**config.mk**
```make
export PLATFORM = sky130hd
export DESIGN_NAME = multichannel_sample_averager_unit
export DESIGN_NICKNAME = d
export VERILOG_FILES = /design/src/mcsa_pkg.sv /design/src/mcsa_ctrl.sv /design/src/mcsa_dp.sv /design/src/multichannel_sample_averager_unit.sv
export SDC_FILE = /design/constraint.sdc
export NUM_CORES = 1
export LEC_CHECK = 0
export ABC_AREA = 0
export BUFFER_PORTS_ARGS = -buffer_cell sky130_fd_sc_hd__buf_2
export CORE_ASPECT_RATIO = 1.25
export CORE_MARGIN = 8
export CORE_UTILIZATION = 45
export DETAILED_ROUTE_END_ITERATION = 12
export GPL_ROUTABILITY_DRIVEN = 1
export PLACE_DENSITY = 0.69
export SYNTH_ARGS = -nofsm -noshare
export SYNTH_HDL_FRONTEND = slang
export SYNTH_HIERARCHICAL = 1
export SYNTH_SLANG_ARGS = --single-unit
```
**constraint.sdc**
```tcl
create_clock -name clk_i -period 6.8 [get_ports clk_i]
set_input_delay 0 -clock clk_i [delete_from_list [all_inputs] [get_ports clk_i]]
set_output_delay 0 -clock clk_i [all_outputs]
set_load 0.005 [all_outputs]
```
**src/mcsa_pkg.sv**
```systemverilog
`timescale 1ns / 1ps
`default_nettype none

package mcsa_pkg;

  localparam int ChanW       = 3;
  localparam int SmpW        = 12;
  localparam int SumW        = 24;
  localparam int CntW        = 8;
  localparam int OutW        = 31;
  localparam int NumChannels = 8;
  localparam int ScaleShift  = 4;
  localparam int OutShift    = 15;
  localparam int QuotW       = OutW - OutShift;
  localparam int DivSteps    = SumW;
  localparam int StepW       = $clog2(DivSteps);

  localparam logic [CntW-1:0] LenReset = 8'd200;

  typedef enum logic [3:0] {
    StIdle   = 4'b0001,
    StAccum  = 4'b0010,
    StDivide = 4'b0100,
    StDone   = 4'b1000
  } state_e;

  typedef struct packed {
    logic latch_in;
    logic accum;
    logic div_step;
    logic load_out;
  } dp_cmd_t;

  typedef struct packed {
    logic dump;
    logic div_last;
  } dp_status_t;

endpackage

`default_nettype wire

```
**src/mcsa_ctrl.sv**
```systemverilog
`timescale 1ns / 1ps
`default_nettype none

module mcsa_ctrl
  import mcsa_pkg::*;
(
  input  wire logic       clk_i,
  input  wire logic       rst_ni,
  input  wire logic       in_valid_i,
  output logic            in_stall_o,
  output logic            out_valid_o,
  input  wire logic       out_stall_i,
  input  wire dp_status_t dp_status_i,
  output dp_cmd_t         dp_cmd_o
);

  state_e state_q, state_d;
  logic   out_valid_q, out_valid_d;

  always_comb begin
    state_d     = state_q;
    dp_cmd_o    = '0;
    out_valid_d = out_valid_q & out_stall_i;
    unique case (state_q)
      StIdle: begin
        if (in_valid_i) begin
          dp_cmd_o.latch_in = 1'b1;
          state_d           = StAccum;
        end
      end
      StAccum: begin
        dp_cmd_o.accum = 1'b1;
        state_d        = dp_status_i.dump ? StDivide : StIdle;
      end
      StDivide: begin
        dp_cmd_o.div_step = 1'b1;
        if (dp_status_i.div_last) begin
          state_d = StDone;
        end
      end
      StDone: begin
        // hold the quotient until the output slot is free or being drained
        if (!out_valid_q || !out_stall_i) begin
          dp_cmd_o.load_out = 1'b1;
          out_valid_d       = 1'b1;
          state_d           = StIdle;
        end
      end
      default: begin
        state_d = StIdle;
      end
    endcase
  end

  always_ff @(posedge clk_i or negedge rst_ni) begin
    if (!rst_ni) begin
      state_q     <= StIdle;
      out_valid_q <= 1'b0;
    end else begin
      state_q     <= state_d;
      out_valid_q <= out_valid_d;
    end
  end

  assign in_stall_o  = (state_q != StIdle);
  assign out_valid_o = out_valid_q;

endmodule

`default_nettype wire

```
**src/mcsa_dp.sv**
```systemverilog
`timescale 1ns / 1ps
`default_nettype none

module mcsa_dp
  import mcsa_pkg::*;
(
  input  wire logic             clk_i,
  input  wire logic             rst_ni,
  input  wire logic [ChanW-1:0] channel_i,
  input  wire logic [SmpW-1:0]  sample_i,
  input  wire logic             cfg_we_i,
  input  wire logic [CntW-1:0]  cfg_wdata_i,
  input  wire dp_cmd_t          dp_cmd_i,
  output dp_status_t            dp_status_o,
  output logic [ChanW-1:0]      out_channel_o,
  output logic [OutW-1:0]       average_value_o
);

  logic [CntW-1:0]  len_q;
  logic [SumW-1:0]  sums_q   [NumChannels];
  logic [CntW-1:0]  counts_q [NumChannels];
  logic [StepW-1:0] step_q;

  logic [ChanW-1:0] ch_q;
  logic [SmpW-1:0]  smp_q;
  logic [CntW-1:0]  rem_q;
  logic [SumW-1:0]  quo_q;
  logic [CntW-1:0]  dvs_q;
  logic [ChanW-1:0] out_ch_q;
  logic [OutW-1:0]  avg_q;

  logic [SumW-1:0]  smp_scaled;
  logic [SumW-1:0]  sum_new;
  logic [CntW-1:0]  cnt_new;
  logic             dump;
  logic [CntW:0]    shifted;
  logic             ge;
  logic [CntW-1:0]  rem_next;

  assign smp_scaled = SumW'({smp_q, {ScaleShift{1'b0}}});
  assign sum_new    = sums_q[ch_q] + smp_scaled;
  assign cnt_new    = counts_q[ch_q] + CntW'(1);
  // a wrapped count never dumps
  assign dump       = (cnt_new != '0) && (cnt_new >= len_q);

  // restoring divider, one quotient bit per cycle
  assign shifted  = {rem_q, quo_q[SumW-1]};
  assign ge       = (shifted >= {1'b0, dvs_q});
  assign rem_next = ge ? CntW'(shifted - {1'b0, dvs_q}) : shifted[CntW-1:0];

  assign dp_status_o.dump     = dump;
  assign dp_status_o.div_last = (step_q == StepW'(DivSteps - 1));

  always_ff @(posedge clk_i or negedge rst_ni) begin
    if (!rst_ni) begin
      len_q  <= LenReset;
      step_q <= '0;
      for (int i = 0; i < NumChannels; i++) begin
        sums_q[i]   <= '0;
        counts_q[i] <= '0;
      end
    end else begin
      if (cfg_we_i) begin
        len_q <= cfg_wdata_i;
      end
      if (dp_cmd_i.accum) begin
        step_q <= '0;
        if (dump) begin
          sums_q[ch_q]   <= '0;
          counts_q[ch_q] <= '0;
        end else begin
          sums_q[ch_q]   <= sum_new;
          counts_q[ch_q] <= cnt_new;
        end
      end else if (dp_cmd_i.div_step) begin
        step_q <= step_q + StepW'(1);
      end
    end
  end

  always_ff @(posedge clk_i) begin
    if (dp_cmd_i.latch_in) begin
      ch_q  <= channel_i;
      smp_q <= sample_i;
    end
    if (dp_cmd_i.accum) begin
      quo_q <= sum_new;
      rem_q <= '0;
      dvs_q <= cnt_new;
    end else if (dp_cmd_i.div_step) begin
      rem_q <= rem_next;
      quo_q <= {quo_q[SumW-2:0], ge};
    end
    if (dp_cmd_i.load_out) begin
      out_ch_q <= ch_q;
      avg_q    <= {quo_q[QuotW-1:0], {OutShift{1'b0}}};
    end
  end

  assign out_channel_o   = out_ch_q;
  assign average_value_o = avg_q;

endmodule

`default_nettype wire

```
**src/multichannel_sample_averager_unit.sv**
```systemverilog
// A sample that does not complete its block passes through accept and accumulate only.
// A sample that completes a block goes from accept to a valid result through accumulate,
// the bit-serial restoring divider over the 24-bit sum, and load; the divider is shared.
// Intake stays closed until the last sample is through these steps. A result held in the
// output register does not block intake, but a further one waiting to be loaded does.
// Reset: asynchronous active low; clears sums, counts and valids, length returns to 200.
`timescale 1ns / 1ps
`default_nettype none

module multichannel_sample_averager_unit
  import mcsa_pkg::*;
(
  input  wire logic             clk_i,
  input  wire logic             rst_ni,
  input  wire logic             in_valid_i,
  output logic                  in_stall_o,
  input  wire logic [ChanW-1:0] channel_i,
  input  wire logic [SmpW-1:0]  sample_i,
  output logic                  out_valid_o,
  input  wire logic             out_stall_i,
  output logic [ChanW-1:0]      out_channel_o,
  output logic [OutW-1:0]       average_value_o,
  input  wire logic             cfg_we_i,
  input  wire logic [CntW-1:0]  cfg_wdata_i
);

  dp_cmd_t    dp_cmd;
  dp_status_t dp_status;

  mcsa_ctrl u_ctrl (
    .clk_i       (clk_i),
    .rst_ni      (rst_ni),
    .in_valid_i  (in_valid_i),
    .in_stall_o  (in_stall_o),
    .out_valid_o (out_valid_o),
    .out_stall_i (out_stall_i),
    .dp_status_i (dp_status),
    .dp_cmd_o    (dp_cmd)
  );

  mcsa_dp u_dp (
    .clk_i           (clk_i),
    .rst_ni          (rst_ni),
    .channel_i       (channel_i),
    .sample_i        (sample_i),
    .cfg_we_i        (cfg_we_i),
    .cfg_wdata_i     (cfg_wdata_i),
    .dp_cmd_i        (dp_cmd),
    .dp_status_o     (dp_status),
    .out_channel_o   (out_channel_o),
    .average_value_o (average_value_o)
  );

  // an accepted transaction keeps intake closed for its accumulate cycle
  assert property (@(posedge clk_i) disable iff (!rst_ni)
    (in_valid_i && !in_stall_o) |=> in_stall_o)
    else $error("intake open right after an accepted transaction");

  // a new result is only loaded while an item is in flight
  assert property (@(posedge clk_i) disable iff (!rst_ni)
    $rose(out_valid_o) |-> $past(in_stall_o))
    else $error("result appeared without an item in flight");

  // the divider never iterates while intake is open
  assert property (@(posedge clk_i) disable iff (!rst_ni)
    dp_cmd.div_step |-> in_stall_o)
    else $error("divider stepping while idle");

endmodule

`default_nettype wire

```
==> metrics.yaml, run 1 <==
status: "complete, no violations"
rrSetupSlack_ps: 1480
power.total_mw: 6.64
viasPerCell: 5.74
place.gp.congestion: 0.870
drt_pass1_iterations: 5
fin_nets: 1608
coreArea_um2: 36000
fillers: 3122
power_leakage_nw: 7.98
rsz0062_at_grt: "false"
cpPeakStageDelay_ps: 870
fp-row-count: 78
portBuffers: 48
grt_first_pass_wirelength_um: 67200
wl_per_cell_um: 20.1
ant_nets: 0
antenna_found_initial: 0
cts.clk_slew.worst_paths_ps: 60
synth-edff-count: 66
cp_slowest_cell: "edfxtp_1"
path_cells: "buf_4, mux4_2, nand2_1, o32ai_2, and2_1, xnor2_1, inv_1, ha_1, o21ai_0, o21bai_1, a31oi_2, buf_4, nor3_1, a211oi_1"
cts_buffer_depth: 3
maxCapViolCount: 0
ff_latch_area_um2: 9000
ctsResizeCount: 0
ys_seq_elements: 348
final_cell_mix: "dfrtp_1 (270), nand2_1 (230), o31ai_1 (129), o21ai_0 (74), edfxtp_1 (66)"
wirelength_um: 41400
arrival_ps: 5690
vias: 11804
synth_warnings: 6
antenna_cells: 0
finalCritPeriodShare: 0.783
overflow: 0
ys_async_sr_fraction: 0.787
tns_ps: 0
cp_common_cell: "buf_4"
crit_path_start_kind: "flip-flop"
fin_skew_ps: 32.6
mostFrequentLayoutCell: "dfrtp_1"
startpoint: "u_dp/ch_q[1]"
drive_gt1_frac: 0.129
worstSkewPairLatency_ps: 540
cp_max_fo: 20
reg2reg_to: "u_dp/sums_q[185]"
placed_cells: 1948
finalCoreUtilization: 0.514
worstRegToRegCells: 14
ys.flop_type: "dfrtp_1"
critPathRequiredTime_ps: 7170
netlist_area_um2: 16300
netlist_instances: 1496
critPathKind: "reg2reg"
grt_pass1_vias: 12119
multi_input_area_um2: 6600
whs_ps: 54.5
fp.dieH_um: 229
path_buf_inv: 3
period_needed_ps: 5320
setup_viol: 0
tightest_slew_ps: 1160
grt_max_degree: 194
cp-end-kind: "flip-flop"
ys_seq_area_frac: 0.551
clockRootBuffer: "clkbuf_16"
cp_top_family: "simple AND/OR/NAND/NOR gates"
clock_sink_count: 348
cts_tree: "built"
maxSlewHeadroom: 0.221
start_util: 0.454
track_usage: 0.193
power-per-cell-area_nw_per_um2: 359
num_io_pins: 64
r2r-start: "u_dp/ch_q[1]"
slew_violations: 0
fin_cells: 2056
numCtsBuffers: 37
ir_worst_vdd_uv: 205
die-area_um2: 42700
syn_avg_cell_area_um2: 10.9
drt_iter0_drc: 1080
fmax_ghz: 0.188
die_x_um: 186
min_path_type: "in2async"
yosysUniqueCellTypes: 72
synthToLayoutAreaGrowth_pct: 13.3
drc: 0
hold_viol: 0
htree_num_levels: 2
hpwl_um: 26200
-- through the flow --
| stage | area (µm²) | setup WS, ps |
|---|---|---|
| after detailed placement | 16900 | 1570 |
| after CTS | 18500 | 1540 |
| after global routing | 18500 | 1130 |
| final | 18500 | 1480 |
| after global placement | 16900 | 1660 |
| after floorplan | 16400 | 2500 |
-- worst max path at each step --
stage | end | cells past startpoint | slack [ps]
floorplan | u_dp/quo_q[23] | 17 | 2500
global placement | u_dp/sums_q[184] | 14 | 1660
detailed placement | u_dp/sums_q[185] | 14 | 1570
CTS | u_dp/sums_q[184] | 14 | 1540
global route | u_dp/sums_q[184] | 16 | 1130
finish | u_dp/sums_q[185] | 14 | 1480
-- area by class of cell --
class                      instances  share of cell area
inverter                          45             0.00913
timing repair buffer             121              0.0500
sequential                       348               0.487
multi-input combinational        995               0.357
tap                              480              0.0325
clock inverter                    14             0.00703
clock buffer                      53              0.0578
-- report_power, final --
| group | leakage (nW) | switching, mW | total, mW | internal (mW) |
|---|---|---|---|---|
| Combinational | 3.05 | 1.13 | 1.75 | 0.622 |
| Clock | 0.577 | 0.818 | 1.99 | 1.17 |
| Sequential | 4.36 | 0.284 | 2.90 | 2.61 |
-- metal layers --
metal | GRT usage | up-vias | routed length, µm
met5 | 0 | - | 0
met4 | 0.0907 | 0 | 1730
met3 | 0.0292 | 101 | 2040
met2 | 0.327 | 336 | 20600
met1 | 0.240 | 5886 | 17000
li1 | - | 5481 | -
-- flip-flops by register name, indices dropped and copies added (netlist names) --
signal	cells
u_dp/quo_q	24
u_dp/average_value_o	16
u_dp/ch_q	3
u_dp/out_channel_o	3
u_dp/len_q	8
u_ctrl/state_q	4
u_ctrl/out_valid_o	1
u_dp/rem_q	8
u_dp/dvs_q	8
u_dp/sums_q	192
u_dp/counts_q	64
u_dp/smp_q	12
u_dp/step_q	5
-- logic make-up after synthesis --
family,Yosys count,share of synthesized area
AO/OA/AOI/OAI,403,0.173
XOR/XNOR,33,0.0177
adder cells (fa/ha/maj),32,0.0254
buffers and inverters,167,0.0514
flip-flops,348,0.551
multiplexers,66,0.0532
other,1,0.000230
AND/OR/NAND/NOR,446,0.128
-- what timing repair did --
action,4_1_cts,5_1_grt
hold buffers,41,0
setup buffers,0,0
endpoints found under the hold margin,108,0
-- cell usage after synthesis (30+ instances only) --
master / instances / area, µm²
edfxtp_1: 66 / 1980
ha_1: 30 / 375
nand2_1: 238 / 893
a22oi_1: 46 / 345
nor2_1: 64 / 240
dfrtp_1: 270 / 6760
o21ai_0: 74 / 370
nor2b_1: 39 / 244
inv_1: 45 / 169
o31ai_1: 129 / 968
a211oi_1: 38 / 285
clkbuf_1: 63 / 236
mux2i_1: 34 / 340
No activity file was read; power rests on OpenSTA's default activity.
==> run 2, diff against run 1 <==
--- a/config.mk
+++ b/config.mk
@@ -12,7 +12,7 @@
 export CORE_UTILIZATION = 45
 export DETAILED_ROUTE_END_ITERATION = 12
 export GPL_ROUTABILITY_DRIVEN = 1
-export PLACE_DENSITY = 0.69
+export PLACE_DENSITY = 0.71
 export SYNTH_ARGS = -nofsm -noshare
 export SYNTH_HDL_FRONTEND = slang
 export SYNTH_HIERARCHICAL = 1
==> constraint.sdc (replaced) <==
create_clock -name clk_i -period 4.85 [get_ports clk_i]
set_input_delay 0 -clock clk_i [delete_from_list [all_inputs] [get_ports clk_i]]
set_output_delay 0 -clock clk_i [all_outputs]
set_load 0.005 [all_outputs]
==> run 2 against run 1 <==
Net effect:
- first-iteration DRC count is 4.0% lower
- global-route usage shrank 0.17 points
- clock power grew 29%
- clock skew is 2.9 ps lower
- critical endpoint is now u_dp/sums_q[94]
==> metrics.yaml, run 2 (synthesized netlist as in run 1, its figures left out) <==
hpwl_um: 26900
antenna_found_initial: 1
die-area_um2: 42700
track_usage: 0.191
hold_buffers: 41
ant_nets: 0
critPathRequiredTime_ps: 5210
fp-row-count: 78
place_area_um2: 17100
cp_slowest_cell: "edfxtp_1"
drt_pass1_iterations: 5
path_cells: "buf_4, nor3_2, a22oi_1, nand4_1, ha_1, fa_1, a211o_1, o211ai_1, a21oi_1, a31oi_1, buf_4, nor3b_1, xor2_1, o21ai_1, o21ai_1"
fin_nets: 1636
setup_viol: 0
tns_ps: 0
regMostFlops: "u_dp/sums_q"
cts_tree: "built"
rsz0062_at_grt: "false"
fp.dieH_um: 229
finalCoreUtilization: 0.517
final_area_um2: 18600
numCtsBuffers: 34
wl_per_cell_um: 19.8
power-per-cell-area_nw_per_um2: 496
cts_buffer_depth: 3
critPathKind: "reg2reg"
place_ws_ps: 355
drive_gt1_frac: 0.146
ir_worst_vdd_uv: 222
coreArea_um2: 36000
crit_path_start_kind: "flip-flop"
drt_iter0_drc: 1037
setup_ws_ps: 259
post_cts_buffers: 0
cts.clk_slew.worst_paths_ps: 60
ctsResizeCount: 0
rrSetupSlack_ps: 260
cp-end-kind: "flip-flop"
start_util: 0.454
largest_reg_flops: 192
reg.largest.list: "u_dp/sums_q: 192 flops, u_dp/counts_q: 64 flops, u_dp/quo_q: 24 flops"
viasPerCell: 5.68
fmax_ghz: 0.218
maxSlewHeadroom: 0.207
cp_max_fo: 17
status: "complete, no violations"
period_needed_ps: 4590
r2r-start: "u_dp/ch_q[1]"
die_x_um: 186
overflow: 0
drc: 0
cpPeakStageDelay_ps: 860
portBuffers: 48
placed_cells: 1979
maxCapViolCount: 0
clock_sink_count: 348
grt_max_degree: 137
power_leakage_nw: 8.09
slew_violations: 0
synthToLayoutAreaGrowth_pct: 14.0
grt_pass1_vias: 12111
hp-start: "sample_i[11]"
num_io_pins: 64
finalCritPeriodShare: 0.947
place.gp.congestion: 0.857
arrival_ps: 4950
vias: 11839
startpoint: "u_dp/ch_q[1]"
wirelength_um: 41200
fin_cells: 2083
final_cell_mix: "dfrtp_1 (270), nand2_1 (230), o31ai_1 (129), o21ai_0 (74), edfxtp_1 (66)"
fin_skew_ps: 29.7
min_path_type: "in2reg"
hold_viol: 0
htree_num_levels: 2
mostFrequentLayoutCell: "dfrtp_1"
grt_first_pass_wirelength_um: 66500
worstSkewPairLatency_ps: 540
clockRootBuffer: "clkbuf_16"
tightest_slew_ps: 1180
## run 2: changes by cell type in the layout (fill, tap and decap cells not counted), moves of 2 or more
cell,before,now
bufinv_16,2,0
clkinv_8,0,2
clkbuf_16,39,36
clkinv_2,3,8
clkinv_1,4,2
buf_4,30,62
clkbuf_1,10,7
## run 2: final timing paths
kind | to | cells after the start
max in group asynchronous | u_dp/sums_q[145] | 3
min in group asynchronous | u_dp/counts_q[13] | 2
hold reg to reg | u_dp/average_value_o[16] | 0
hold / removal | u_dp/smp_q[11] | 2
setup reg to reg | u_dp/sums_q[94] | 15
setup / recovery | u_dp/sums_q[94] | 15
## run 2: worst max-delay path, delay by kind of cell (launching register included)
kind	cells	cell delay, ps
fa+ha+maj	2	790
buf+inv	2	540
simple gates	3	500
xor+xnor	1	180
compound gates	7	1550
flops	1	860
## run 2: layer usage
metal,GRT usage,part of all wire
met3,0.0263,0.048
met1,0.234,0.41
met5,0,0
met2,0.325,0.50
met4,0.0997,0.046
## run 2: layout make-up
cell class,instances,area [µm²]
repair buffers,152,1150
inverters,45,169
diodes,1,2.50
multi-input cells,995,6600
well taps,480,601
clock buffers,47,982
flip-flops and latches,348,9000
fillers,3117,17400
clock inverters,15,104
## run 2: power by group
part | switching [mW] | leakage (nW) | total [mW] | internal, mW
Combinational | 1.63 | 3.20 | 2.64 | 1.01
Clock | 1.13 | 0.534 | 2.56 | 1.43
Sequential | 0.374 | 4.36 | 4.04 | 3.66
Total | 3.13 | 8.09 | 9.24 | 6.10
## run 2: metrics by stage
step / hold WS, ps / power [mW]
2_1_floorplan: -296 / 5.77
3_3_place_gp: 176 / 6.57
3_5_place_dp: 179 / 6.66
4_1_cts: 147 / 9.27
5_1_grt: 161 / 9.76
6_report: 166 / 9.24
